**config.mk**
```make
export PLATFORM = sky130hd
export DESIGN_NAME = integer_to_ascii_formatter
export DESIGN_NICKNAME = d
export VERILOG_FILES = /design/src/sv/itoa_pkg.sv /design/src/sv/itoa_dabble.sv /design/src/sv/itoa_emit.sv /design/src/sv/integer_to_ascii_formatter.sv
export SDC_FILE = /design/constraint.sdc
export NUM_CORES = 1
export LEC_CHECK = 0
export BUFFER_PORTS_ARGS = -buffer_cell sky130_fd_sc_hd__buf_2
export CORE_MARGIN = 2
export CORE_UTILIZATION = 50
export CTS_CLUSTER_DIAMETER = 80
export DETAILED_ROUTE_END_ITERATION = 10
export PLACE_DENSITY = 0.74
export SLEW_MARGIN = 30
export SYNTH_ARGS = -nofsm -noshare
export SYNTH_HDL_FRONTEND = slang
export SYNTH_SLANG_ARGS = --single-unit
export TNS_END_PERCENT = 50
```
**constraint.sdc**
```tcl
create_clock -name clk -period 7.1 [get_ports clk]
set_clock_uncertainty 0.1 [all_clocks]
set_input_delay 0.355 -clock clk [delete_from_list [all_inputs] [get_ports clk]]
set_output_delay 0.355 -clock clk [all_outputs]
set_load 0.02 [all_outputs]
```
**src/sv/itoa_pkg.sv**
```systemverilog
// itoa_pkg: shared constants, beat and command types, state enums and the
// digit-to-ascii helper for the integer-to-ascii formatter
// no dependencies
package itoa_pkg;

    // width of the integer that is converted (8 to 64)
    localparam int VALUE_WIDTH = 64;
    // fixed width of the value field on the input beat
    localparam int IN_VALUE_W  = 64;

    // digit counts that cover the full range of VALUE_WIDTH bits
    localparam int DEC_DIGITS = (VALUE_WIDTH * 30103) / 100000 + 1;
    localparam int HEX_DIGITS = (VALUE_WIDTH + 3) / 4;
    localparam int DEC_BITS   = DEC_DIGITS * 4;
    localparam int HEX_BITS   = HEX_DIGITS * 4;
    localparam int DIG_W      = (DEC_BITS > HEX_BITS) ? DEC_BITS : HEX_BITS;
    localparam int CNT_W      = $clog2(DIG_W + 1);
    localparam int BITCNT_W   = $clog2(VALUE_WIDTH);

    // format codes on the op field
    localparam logic [1:0] OP_UDEC = 2'd0;
    localparam logic [1:0] OP_SDEC = 2'd1;
    localparam logic [1:0] OP_HEX  = 2'd2;
    localparam logic [1:0] OP_BIN  = 2'd3;

    // ascii codes
    localparam logic [7:0] CHAR_ZERO       = 8'h30;
    localparam logic [7:0] CHAR_MINUS      = 8'h2d;
    localparam logic [7:0] CHAR_ALPHA_BASE = 8'h57;  // 'a' - 10
    localparam logic [3:0] DIGIT_TEN       = 4'd10;

    typedef enum logic [1:0] {
        RADIX_DEC,
        RADIX_HEX,
        RADIX_BIN
    } radix_t;

    typedef struct packed {
        logic [1:0]            op;
        logic [IN_VALUE_W-1:0] value;
    } in_beat_t;

    typedef struct packed {
        logic [7:0] char_code;
        logic       last;
    } out_beat_t;

    // load command from the sequencer to the character emitter
    typedef struct packed {
        logic   load;
        logic   minus;
        radix_t radix;
    } emit_cmd_t;

    typedef enum logic [1:0] {
        S_IDLE,
        S_LAUNCH,
        S_CONV,
        S_WAIT
    } top_state_t;

    typedef enum logic [1:0] {
        E_IDLE,
        E_SKIP,
        E_SIGN,
        E_DIGIT
    } emit_state_t;

    function automatic logic [7:0] digit_char(input logic [3:0] d);
        logic [7:0] d8;
        d8 = {4'b0000, d};
        if (d < DIGIT_TEN)
            digit_char = CHAR_ZERO + d8;
        else
            digit_char = CHAR_ALPHA_BASE + d8;
    endfunction

endpackage

```
**src/sv/itoa_dabble.sv**
```systemverilog
// itoa_dabble: bit-serial binary to bcd converter (shift and add-3),
// one input bit per cycle, msb first
// depends on itoa_pkg
module itoa_dabble
(
    input  logic                                 clk,
    input  logic                                 rst_n,
    input  logic                                 start,
    input  logic [itoa_pkg::VALUE_WIDTH-1:0]     mag,
    output logic                                 done,
    output logic [itoa_pkg::DEC_BITS-1:0]        bcd
);

    logic [itoa_pkg::VALUE_WIDTH-1:0] bin_reg, bin_next;
    logic [itoa_pkg::DEC_BITS-1:0]    bcd_reg, bcd_next;
    logic [itoa_pkg::DEC_BITS-1:0]    bcd_adj;
    logic [itoa_pkg::BITCNT_W-1:0]    cnt_reg, cnt_next;
    logic                             busy_reg, busy_next;
    logic                             done_reg, done_next;
    logic                             final_bit;

    // add 3 to every digit of 5 or more before the shift
    always_comb
    begin
        for (int i = 0; i < itoa_pkg::DEC_DIGITS; i++)
        begin
            if (bcd_reg[4*i +: 4] >= 4'd5)
                bcd_adj[4*i +: 4] = bcd_reg[4*i +: 4] + 4'd3;
            else
                bcd_adj[4*i +: 4] = bcd_reg[4*i +: 4];
        end
    end

    assign final_bit = (cnt_reg == itoa_pkg::BITCNT_W'(itoa_pkg::VALUE_WIDTH - 1));

    always_comb
    begin
        bin_next  = bin_reg;
        bcd_next  = bcd_reg;
        cnt_next  = cnt_reg;
        busy_next = busy_reg;
        done_next = 1'b0;
        if (start)
        begin
            bin_next  = mag;
            bcd_next  = '0;
            cnt_next  = '0;
            busy_next = 1'b1;
        end
        else if (busy_reg)
        begin
            bcd_next = {bcd_adj[itoa_pkg::DEC_BITS-2:0], bin_reg[itoa_pkg::VALUE_WIDTH-1]};
            bin_next = bin_reg << 1;
            cnt_next = cnt_reg + itoa_pkg::BITCNT_W'(1);
            if (final_bit)
            begin
                busy_next = 1'b0;
                done_next = 1'b1;
            end
        end
    end

    always_ff @(posedge clk or negedge rst_n)
    begin
        if (!rst_n)
        begin
            busy_reg <= 1'b0;
            done_reg <= 1'b0;
            cnt_reg  <= '0;
        end
        else
        begin
            busy_reg <= busy_next;
            done_reg <= done_next;
            cnt_reg  <= cnt_next;
        end
    end

    always_ff @(posedge clk)
    begin
        bin_reg <= bin_next;
        bcd_reg <= bcd_next;
    end

    assign done = done_reg;
    assign bcd  = bcd_reg;

    a_done_after_busy: assert property (@(posedge clk) disable iff (!rst_n)
        done_reg |-> $past(busy_reg) && !busy_reg)
        else $error("bcd done without a conversion in flight");

endmodule

```
**src/sv/itoa_emit.sv**
```systemverilog
// itoa_emit: character emitter; drops leading zero digits one per cycle,
// then shifts out sign and digits as ascii through an output register
// depends on itoa_pkg
module itoa_emit
(
    input  logic                          clk,
    input  logic                          rst_n,
    input  itoa_pkg::emit_cmd_t           cmd,
    input  logic [itoa_pkg::DIG_W-1:0]    digits,
    output logic                          busy,
    output logic                          out_valid,
    input  logic                          out_ready,
    output itoa_pkg::out_beat_t           out_data
);

    itoa_pkg::emit_state_t          state_reg, state_next;
    logic [itoa_pkg::DIG_W-1:0]     sh_reg, sh_next;
    logic [itoa_pkg::CNT_W-1:0]     cnt_reg, cnt_next;
    logic                           bin_reg, bin_next;
    logic                           minus_reg, minus_next;
    logic                           out_valid_reg, out_valid_next;
    itoa_pkg::out_beat_t            out_data_reg, out_data_next;

    logic                           out_free;
    logic [3:0]                     lead;
    logic                           lead_zero;
    logic                           cnt_one;
    logic                           shift_en;
    logic                           out_load;
    logic                           load_sign;
    logic [itoa_pkg::CNT_W-1:0]     load_cnt;

    assign out_free  = !out_valid_reg || out_ready;
    assign lead      = bin_reg ? {3'b000, sh_reg[itoa_pkg::DIG_W-1]}
                               : sh_reg[itoa_pkg::DIG_W-1 -: 4];
    assign lead_zero = (lead == 4'd0);
    assign cnt_one   = (cnt_reg == itoa_pkg::CNT_W'(1));

    always_comb
    begin
        case (cmd.radix)
            itoa_pkg::RADIX_HEX: load_cnt = itoa_pkg::CNT_W'(itoa_pkg::HEX_DIGITS);
            itoa_pkg::RADIX_BIN: load_cnt = itoa_pkg::CNT_W'(itoa_pkg::VALUE_WIDTH);
            default:             load_cnt = itoa_pkg::CNT_W'(itoa_pkg::DEC_DIGITS);
        endcase
    end

    // next state
    always_comb
    begin
        state_next = state_reg;
        case (state_reg)
            itoa_pkg::E_IDLE:
                if (cmd.load)
                    state_next = itoa_pkg::E_SKIP;
            itoa_pkg::E_SKIP:
                if (cnt_one || !lead_zero)
                    state_next = minus_reg ? itoa_pkg::E_SIGN : itoa_pkg::E_DIGIT;
            itoa_pkg::E_SIGN:
                if (out_free)
                    state_next = itoa_pkg::E_DIGIT;
            itoa_pkg::E_DIGIT:
                if (out_free && cnt_one)
                    state_next = itoa_pkg::E_IDLE;
            default:
                state_next = itoa_pkg::E_IDLE;
        endcase
    end

    // outputs of the state machine
    always_comb
    begin
        shift_en  = 1'b0;
        out_load  = 1'b0;
        load_sign = 1'b0;
        case (state_reg)
            itoa_pkg::E_SKIP:
                shift_en = !cnt_one && lead_zero;
            itoa_pkg::E_SIGN:
            begin
                out_load  = out_free;
                load_sign = 1'b1;
            end
            itoa_pkg::E_DIGIT:
            begin
                out_load = out_free;
                shift_en = out_free;
            end
            default:
            begin
                shift_en  = 1'b0;
                out_load  = 1'b0;
                load_sign = 1'b0;
            end
        endcase
    end

    // datapath
    always_comb
    begin
        sh_next        = sh_reg;
        cnt_next       = cnt_reg;
        bin_next       = bin_reg;
        minus_next     = minus_reg;
        out_data_next  = out_data_reg;
        out_valid_next = out_valid_reg && !out_ready;
        if (state_reg == itoa_pkg::E_IDLE && cmd.load)
        begin
            sh_next    = digits;
            cnt_next   = load_cnt;
            bin_next   = (cmd.radix == itoa_pkg::RADIX_BIN);
            minus_next = cmd.minus;
        end
        else if (shift_en)
        begin
            sh_next  = bin_reg ? (sh_reg << 1) : (sh_reg << 4);
            cnt_next = cnt_reg - itoa_pkg::CNT_W'(1);
        end
        if (out_load)
        begin
            out_valid_next = 1'b1;
            if (load_sign)
            begin
                out_data_next.char_code = itoa_pkg::CHAR_MINUS;
                out_data_next.last      = 1'b0;
            end
            else
            begin
                out_data_next.char_code = itoa_pkg::digit_char(lead);
                out_data_next.last      = cnt_one;
            end
        end
    end

    always_ff @(posedge clk or negedge rst_n)
    begin
        if (!rst_n)
        begin
            state_reg     <= itoa_pkg::E_IDLE;
            out_valid_reg <= 1'b0;
            cnt_reg       <= '0;
        end
        else
        begin
            state_reg     <= state_next;
            out_valid_reg <= out_valid_next;
            cnt_reg       <= cnt_next;
        end
    end

    always_ff @(posedge clk)
    begin
        sh_reg       <= sh_next;
        bin_reg      <= bin_next;
        minus_reg    <= minus_next;
        out_data_reg <= out_data_next;
    end

    assign busy      = (state_reg != itoa_pkg::E_IDLE);
    assign out_valid = out_valid_reg;
    assign out_data  = out_data_reg;

    a_digit_cnt: assert property (@(posedge clk) disable iff (!rst_n)
        state_reg == itoa_pkg::E_DIGIT |-> cnt_reg != '0)
        else $error("digit phase with no digits left");

    a_last_ends: assert property (@(posedge clk) disable iff (!rst_n)
        out_load && !load_sign && cnt_one |=> state_reg == itoa_pkg::E_IDLE)
        else $error("emitter still busy after the final character");

endmodule

```
**src/sv/integer_to_ascii_formatter.sv**
```systemverilog
// integer_to_ascii_formatter: decimal values pass through the bit-serial bcd
// loop, then up to DEC_DIGITS - 1 leading zero digits are dropped, then one
// character a cycle while out_ready holds; hex and binary skip the bcd loop.
// throughput: one value at a time; the next beat is taken once the final
// character sits in the output register.
// reset: rst_n async active low clears sequencer, converter and output valid
// depends on itoa_pkg, itoa_dabble, itoa_emit
module integer_to_ascii_formatter
(
    input  logic                 clk,
    input  logic                 rst_n,
    input  logic                 in_valid,
    output logic                 in_ready,
    input  itoa_pkg::in_beat_t   in_data,
    output logic                 out_valid,
    input  logic                 out_ready,
    output itoa_pkg::out_beat_t  out_data
);

    // sequencer state and captured beat
    itoa_pkg::top_state_t               state_reg, state_next;
    logic [itoa_pkg::VALUE_WIDTH-1:0]   mag_reg, mag_next;
    logic                               minus_reg, minus_next;
    itoa_pkg::radix_t                   radix_reg, radix_next;

    // input decode
    logic [itoa_pkg::VALUE_WIDTH-1:0]   in_v;
    logic                               in_neg;
    logic                               in_take;

    // converter and emitter hookup
    logic                               dab_start;
    logic                               dab_done;
    logic [itoa_pkg::DEC_BITS-1:0]      dab_bcd;
    itoa_pkg::emit_cmd_t                cmd;
    logic [itoa_pkg::DIG_W-1:0]         digit_word;
    logic                               emit_busy;

    // only the low VALUE_WIDTH bits take part; sign is the top one of those
    assign in_v    = in_data.value[itoa_pkg::VALUE_WIDTH-1:0];
    assign in_neg  = (in_data.op == itoa_pkg::OP_SDEC) && in_v[itoa_pkg::VALUE_WIDTH-1];
    assign in_take = in_valid && in_ready;

    always_comb
    begin
        mag_next   = mag_reg;
        minus_next = minus_reg;
        radix_next = radix_reg;
        if (in_take)
        begin
            // two's complement magnitude; the most negative value maps onto itself,
            // which is exactly its unsigned magnitude
            mag_next   = in_neg ? (~in_v + itoa_pkg::VALUE_WIDTH'(1)) : in_v;
            minus_next = in_neg;
            case (in_data.op)
                itoa_pkg::OP_HEX: radix_next = itoa_pkg::RADIX_HEX;
                itoa_pkg::OP_BIN: radix_next = itoa_pkg::RADIX_BIN;
                default:          radix_next = itoa_pkg::RADIX_DEC;
            endcase
        end
    end

    // next state
    always_comb
    begin
        state_next = state_reg;
        case (state_reg)
            itoa_pkg::S_IDLE:
                if (in_valid)
                    state_next = itoa_pkg::S_LAUNCH;
            itoa_pkg::S_LAUNCH:
                // decimal goes through the bcd loop, hex and binary load directly
                if (radix_reg == itoa_pkg::RADIX_DEC)
                    state_next = itoa_pkg::S_CONV;
                else
                    state_next = itoa_pkg::S_WAIT;
            itoa_pkg::S_CONV:
                if (dab_done)
                    state_next = itoa_pkg::S_WAIT;
            itoa_pkg::S_WAIT:
                // emitter drops busy once the final character is registered
                if (!emit_busy)
                    state_next = itoa_pkg::S_IDLE;
            default:
                state_next = itoa_pkg::S_IDLE;
        endcase
    end

    // sequencer outputs
    always_comb
    begin
        in_ready   = 1'b0;
        dab_start  = 1'b0;
        cmd.load   = 1'b0;
        cmd.minus  = minus_reg;
        cmd.radix  = radix_reg;
        case (state_reg)
            itoa_pkg::S_IDLE:
                in_ready = 1'b1;
            itoa_pkg::S_LAUNCH:
                if (radix_reg == itoa_pkg::RADIX_DEC)
                    dab_start = 1'b1;
                else
                    cmd.load = 1'b1;
            itoa_pkg::S_CONV:
                cmd.load = dab_done;
            default:
            begin
                in_ready  = 1'b0;
                dab_start = 1'b0;
                cmd.load  = 1'b0;
            end
        endcase
    end

    // digits left-aligned in the emitter word, most significant digit on top
    always_comb
    begin
        case (radix_reg)
            itoa_pkg::RADIX_HEX:
                digit_word = itoa_pkg::DIG_W'(mag_reg)
                             << (itoa_pkg::DIG_W - itoa_pkg::HEX_BITS);
            itoa_pkg::RADIX_BIN:
                digit_word = itoa_pkg::DIG_W'(mag_reg)
                             << (itoa_pkg::DIG_W - itoa_pkg::VALUE_WIDTH);
            default:
                digit_word = itoa_pkg::DIG_W'(dab_bcd)
                             << (itoa_pkg::DIG_W - itoa_pkg::DEC_BITS);
        endcase
    end

    always_ff @(posedge clk or negedge rst_n)
    begin
        if (!rst_n)
            state_reg <= itoa_pkg::S_IDLE;
        else
            state_reg <= state_next;
    end

    always_ff @(posedge clk)
    begin
        mag_reg   <= mag_next;
        minus_reg <= minus_next;
        radix_reg <= radix_next;
    end

    // bit-serial bcd converter
    itoa_dabble u_dabble
    (
        .clk   (clk),
        .rst_n (rst_n),
        .start (dab_start),
        .mag   (mag_reg),
        .done  (dab_done),
        .bcd   (dab_bcd)
    );

    // zero drop, sign and character output with its output register
    itoa_emit u_emit
    (
        .clk       (clk),
        .rst_n     (rst_n),
        .cmd       (cmd),
        .digits    (digit_word),
        .busy      (emit_busy),
        .out_valid (out_valid),
        .out_ready (out_ready),
        .out_data  (out_data)
    );

    a_idle_emit_free: assert property (@(posedge clk) disable iff (!rst_n)
        state_reg == itoa_pkg::S_IDLE |-> !emit_busy)
        else $error("new beat could be taken while characters are pending");

    a_done_in_conv: assert property (@(posedge clk) disable iff (!rst_n)
        dab_done |-> state_reg == itoa_pkg::S_CONV)
        else $error("bcd result arrived outside the conversion phase");

endmodule
```
==> impl_results.md <==
* Gp weighted congestion at about 0.83
* Deepest clock path buffer count at 3
* Peak supply drop at around 200 µV
* Slew Limit Headroom at 0.342
* Status: finished, final reports clean
* Max-cap viol count at 0
* Iteration-0 DRC Markers at 988
* Post-synthesis cell area at between 15000 and 20000 µm²
* Pins Over Slew Limit at 0
* Internal at 0.00491 W
* Hold path start: out_ready
* Compound-Gate Fraction of Synth Area at 0.134
* Vias in the first global route at between 10000 and 15000
* DRC violations left at 0
* PD cells at about 380 nW/µm²
* Hold EP: u_emit.out_valid
* RSZ-0062 raised after global routing: false
* Hpwl dp at between 20000 and 30000 µm
* Num CTS Buffers at 36
* First-pass GRT wire length at between 60000 and 70000 µm
* Crit path capture type: flop
* Startpoint Class: flop
* Clock group share of total power at 0.255
* Most common cell after layout, fill and taps aside: nand2_1
* Routed WL per cell at 17.3 µm
* DRT Pass-1 Iters at 5
* Total Wirelength at around 39000 µm
* Main combinational cell family by area after synthesis: simple AND/OR/NAND/NOR gates
* R2R cell count at 10
* Die Wd at 190 µm
* Fmax at between 200 and 300 MHz
* R2R Setup Slk at 3290 ps
* Least-Margin Pin Slew at just under 1000 ps
* Type of the worst setup path: flop to flop
* IO Pins at between 80 and 90
* Number of flops mapped to enable cells by yosys at approximately 220
* Antenna-violating nets left at 0
* Required time worst endpoint at roughly 7200 ps
* Pin count of the biggest net entering global routing at ~90
* Reg clk slew, reported paths at around 60 ps
* Met2 Resource Use GR at 0.350
* Grt met3 use at 0.0334
* Layout cells sized above 1 at 0.0962
* Endpoints failing hold at 0
* Global Route Usage Sum at 0.214
* Root Driver: clkbuf_16
* Area grow syn2layout at 11.3%
* Via count at between 10000 and 15000
* Worst-skew pair later-pin latency at approximately 500 ps
* Final period util at 0.537
* Psw at between 0.002 and 0.0025 W
* Die span in y at about 190 µm
* Mux share of post-synthesis cell area at 0.0602
* Setup TNS at 0 ps
* Buffers on Ports at 79
* Adder-Cell Fraction of Synth Area at 0.0427
* Row cnt at 68
* Commonest cells after routing, fill and taps aside: nand2_1 (282), edfxtp_1 (221), a21oi_1 (142), mux2i_1 (103), dfxtp_1 (80)
* Average size of a mapped cell at 10.1 µm²
* Synth Register Bits at 321
* Worst Path Arrival at just under 4000 ps
* Post-CTS Resized at 0
* Min-delay worst type: input pin to flop
* Sink Count at 321
* Fillcell total at between 2000 and 3000
* Minimum hold slack at roughly 52 ps
* Logic pwr share at 0.284
* Synthesized instance count at 1713
* Final net count at 1881
* Via/cell ratio at roughly 5.7
* Die area at between 30000 and 40000 µm²
* FFs w/ async S/R, synth at 0.0623
* Leak Pwr at ~7.9 nW
* ANT cells at 0
* Synth Flop Type: edfxtp_1
* Flop pwr share at 0.461
* Synth Area in Simple Gates at 0.167
* Synth cell types at 63
* Seq/Total Area, Yosys at 0.505
* Xor/xnor cell area share of the yosys netlist at 0.0552
* TritonCTS clock tree: yes
* Worst-path fanout max at 76
* Syn. warnings at 0
* CTS H-Tree Depth at 2
* Initial Util at 0.505
* Sw Ratio at 0.333
* Initial antenna violation count at 0
* Reg2Reg Capture Point: u_emit.sh_reg[59]
* Hold Path Stages at 3
* Core area at 34300 µm²
* Grt peak-use layer: met2
* Syn_nets at about 1800
* R2R Path Start: state_reg[1]
* Final Setup Violations at 0
* Total grt overflow at 0
* GR Layer Usage met1 at 0.295
* Final period demand of the worst path at 3810 ps
[per-stage QoR]
step | area, µm² | power [W] | std cells | setup WS, ps | utilization
after floorplan | 17300 | 0.00491 | 1713 | 2600 | -
after global placement | 18100 | 0.00537 | 2167 | 3510 | 0.527
after detailed placement | 18100 | 0.00550 | 2167 | 3370 | 0.527
after CTS | 19300 | 0.00739 | 2233 | 3360 | 0.562
after global routing | 19300 | 0.00779 | 2233 | 3030 | 0.562
final | 19300 | 0.00737 | 2233 | 3290 | 0.562
[power by group through the flow]
stage	logic [W]	registers, W	clock network (W)
global route	0.00234	0.00347	0.00197
finish	0.00209	0.00340	0.00188
detailed placement	0.00208	0.00341	0
floorplan	0.00161	0.00329	0
CTS	0.00209	0.00339	0.00191
global placement	0.00199	0.00339	0
[worst max-delay path by stage]
stage,start,end,cells after the start
floorplan,state_reg[1],u_emit.sh_reg[0],8
global placement,state_reg[1],u_emit.sh_reg[55],10
detailed placement,state_reg[1],u_emit.sh_reg[55],10
CTS,state_reg[1],u_emit.sh_reg[59],10
global route,state_reg[1],u_emit.sh_reg[54],10
finish,state_reg[1],u_emit.sh_reg[59],10
[what timing repair did]
action                    CTS  global route
setup buffers               0             0
hold buffers                2             0
hold endpoints to repair   21             0
[layout make-up]
| class | instances | area, µm² | share of cell area |
|---|---|---|---|
| Sequential cell | 321 | 8740 | 0.454 |
| Clock buffer | 52 | 1000 | 0.0520 |
| Inverter | 66 | 249 | 0.0129 |
| Timing Repair Buffer | 96 | 528 | 0.0274 |
| Clock inverter | 12 | 179 | 0.00929 |
| Multi-Input combinational cell | 1231 | 8000 | 0.415 |
| Tap cell | 455 | 569 | 0.0295 |
[Yosys cell counts, types with 6 or more instances]
| cell | instances | area share |
|---|---|---|
| nand2_1 | 283 | 0.061 |
| edfxtp_1 | 221 | 0.38 |
| a21oi_1 | 142 | 0.041 |
| mux2i_1 | 103 | 0.060 |
| clkbuf_1 | 85 | 0.018 |
| dfxtp_1 | 80 | 0.093 |
| xnor2_1 | 68 | 0.034 |
| nor2_1 | 67 | 0.015 |
| inv_1 | 64 | 0.014 |
| nand2b_1 | 64 | 0.023 |
| o21ai_0 | 61 | 0.018 |
| ha_1 | 59 | 0.043 |
| nand3_1 | 49 | 0.014 |
| xor2_1 | 41 | 0.021 |
| nor2b_1 | 37 | 0.013 |
| a211oi_1 | 36 | 0.016 |
| o211a_1 | 32 | 0.019 |
| a21o_1 | 21 | 0.0091 |
| nor3_1 | 21 | 0.0061 |
| dfrtp_1 | 20 | 0.029 |
| o211ai_1 | 19 | 0.0082 |
| a31oi_1 | 18 | 0.0065 |
| or3_1 | 15 | 0.0054 |
| o31ai_1 | 14 | 0.0061 |
| nor4_1 | 9 | 0.0033 |
| nand3b_1 | 8 | 0.0035 |
| and2_1 | 6 | 0.0022 |
| buf_1 | 6 | 0.0013 |
| nand4_1 | 6 | 0.0022 |
[layer usage]
layer | part of all wire | routed length [µm]
met3 | 0.055 | 2110
met4 | 0.025 | 977
met1 | 0.46 | 17600
met5 | 0 | 0
met2 | 0.46 | 17900
[cells by family (layout without fill, tap and decap cells)]
kind of cell | count (synthesis) | in the layout
muxes | 104 | 104
DFF | 321 | 321
xor gates and xnor gates | 109 | 109
buffers and inverters | 161 | 226
adders and majority gates | 59 | 59
and+or+nand+nor | 593 | 593
other | 2 | 2
AOI/OAI and AO/OA | 364 | 364
[critical path: stages, from the launching register on]
cell	delay (ps)
dfrtp_1	410
inv_1	80
ha_1	230
nor2b_1	170
o21a_1	210
nand2_1	80
buf_4	470
clkinv_2	690
buf_4	570
a211oi_1	350
a21oi_1	70
(Power assumes the default switching activity.)
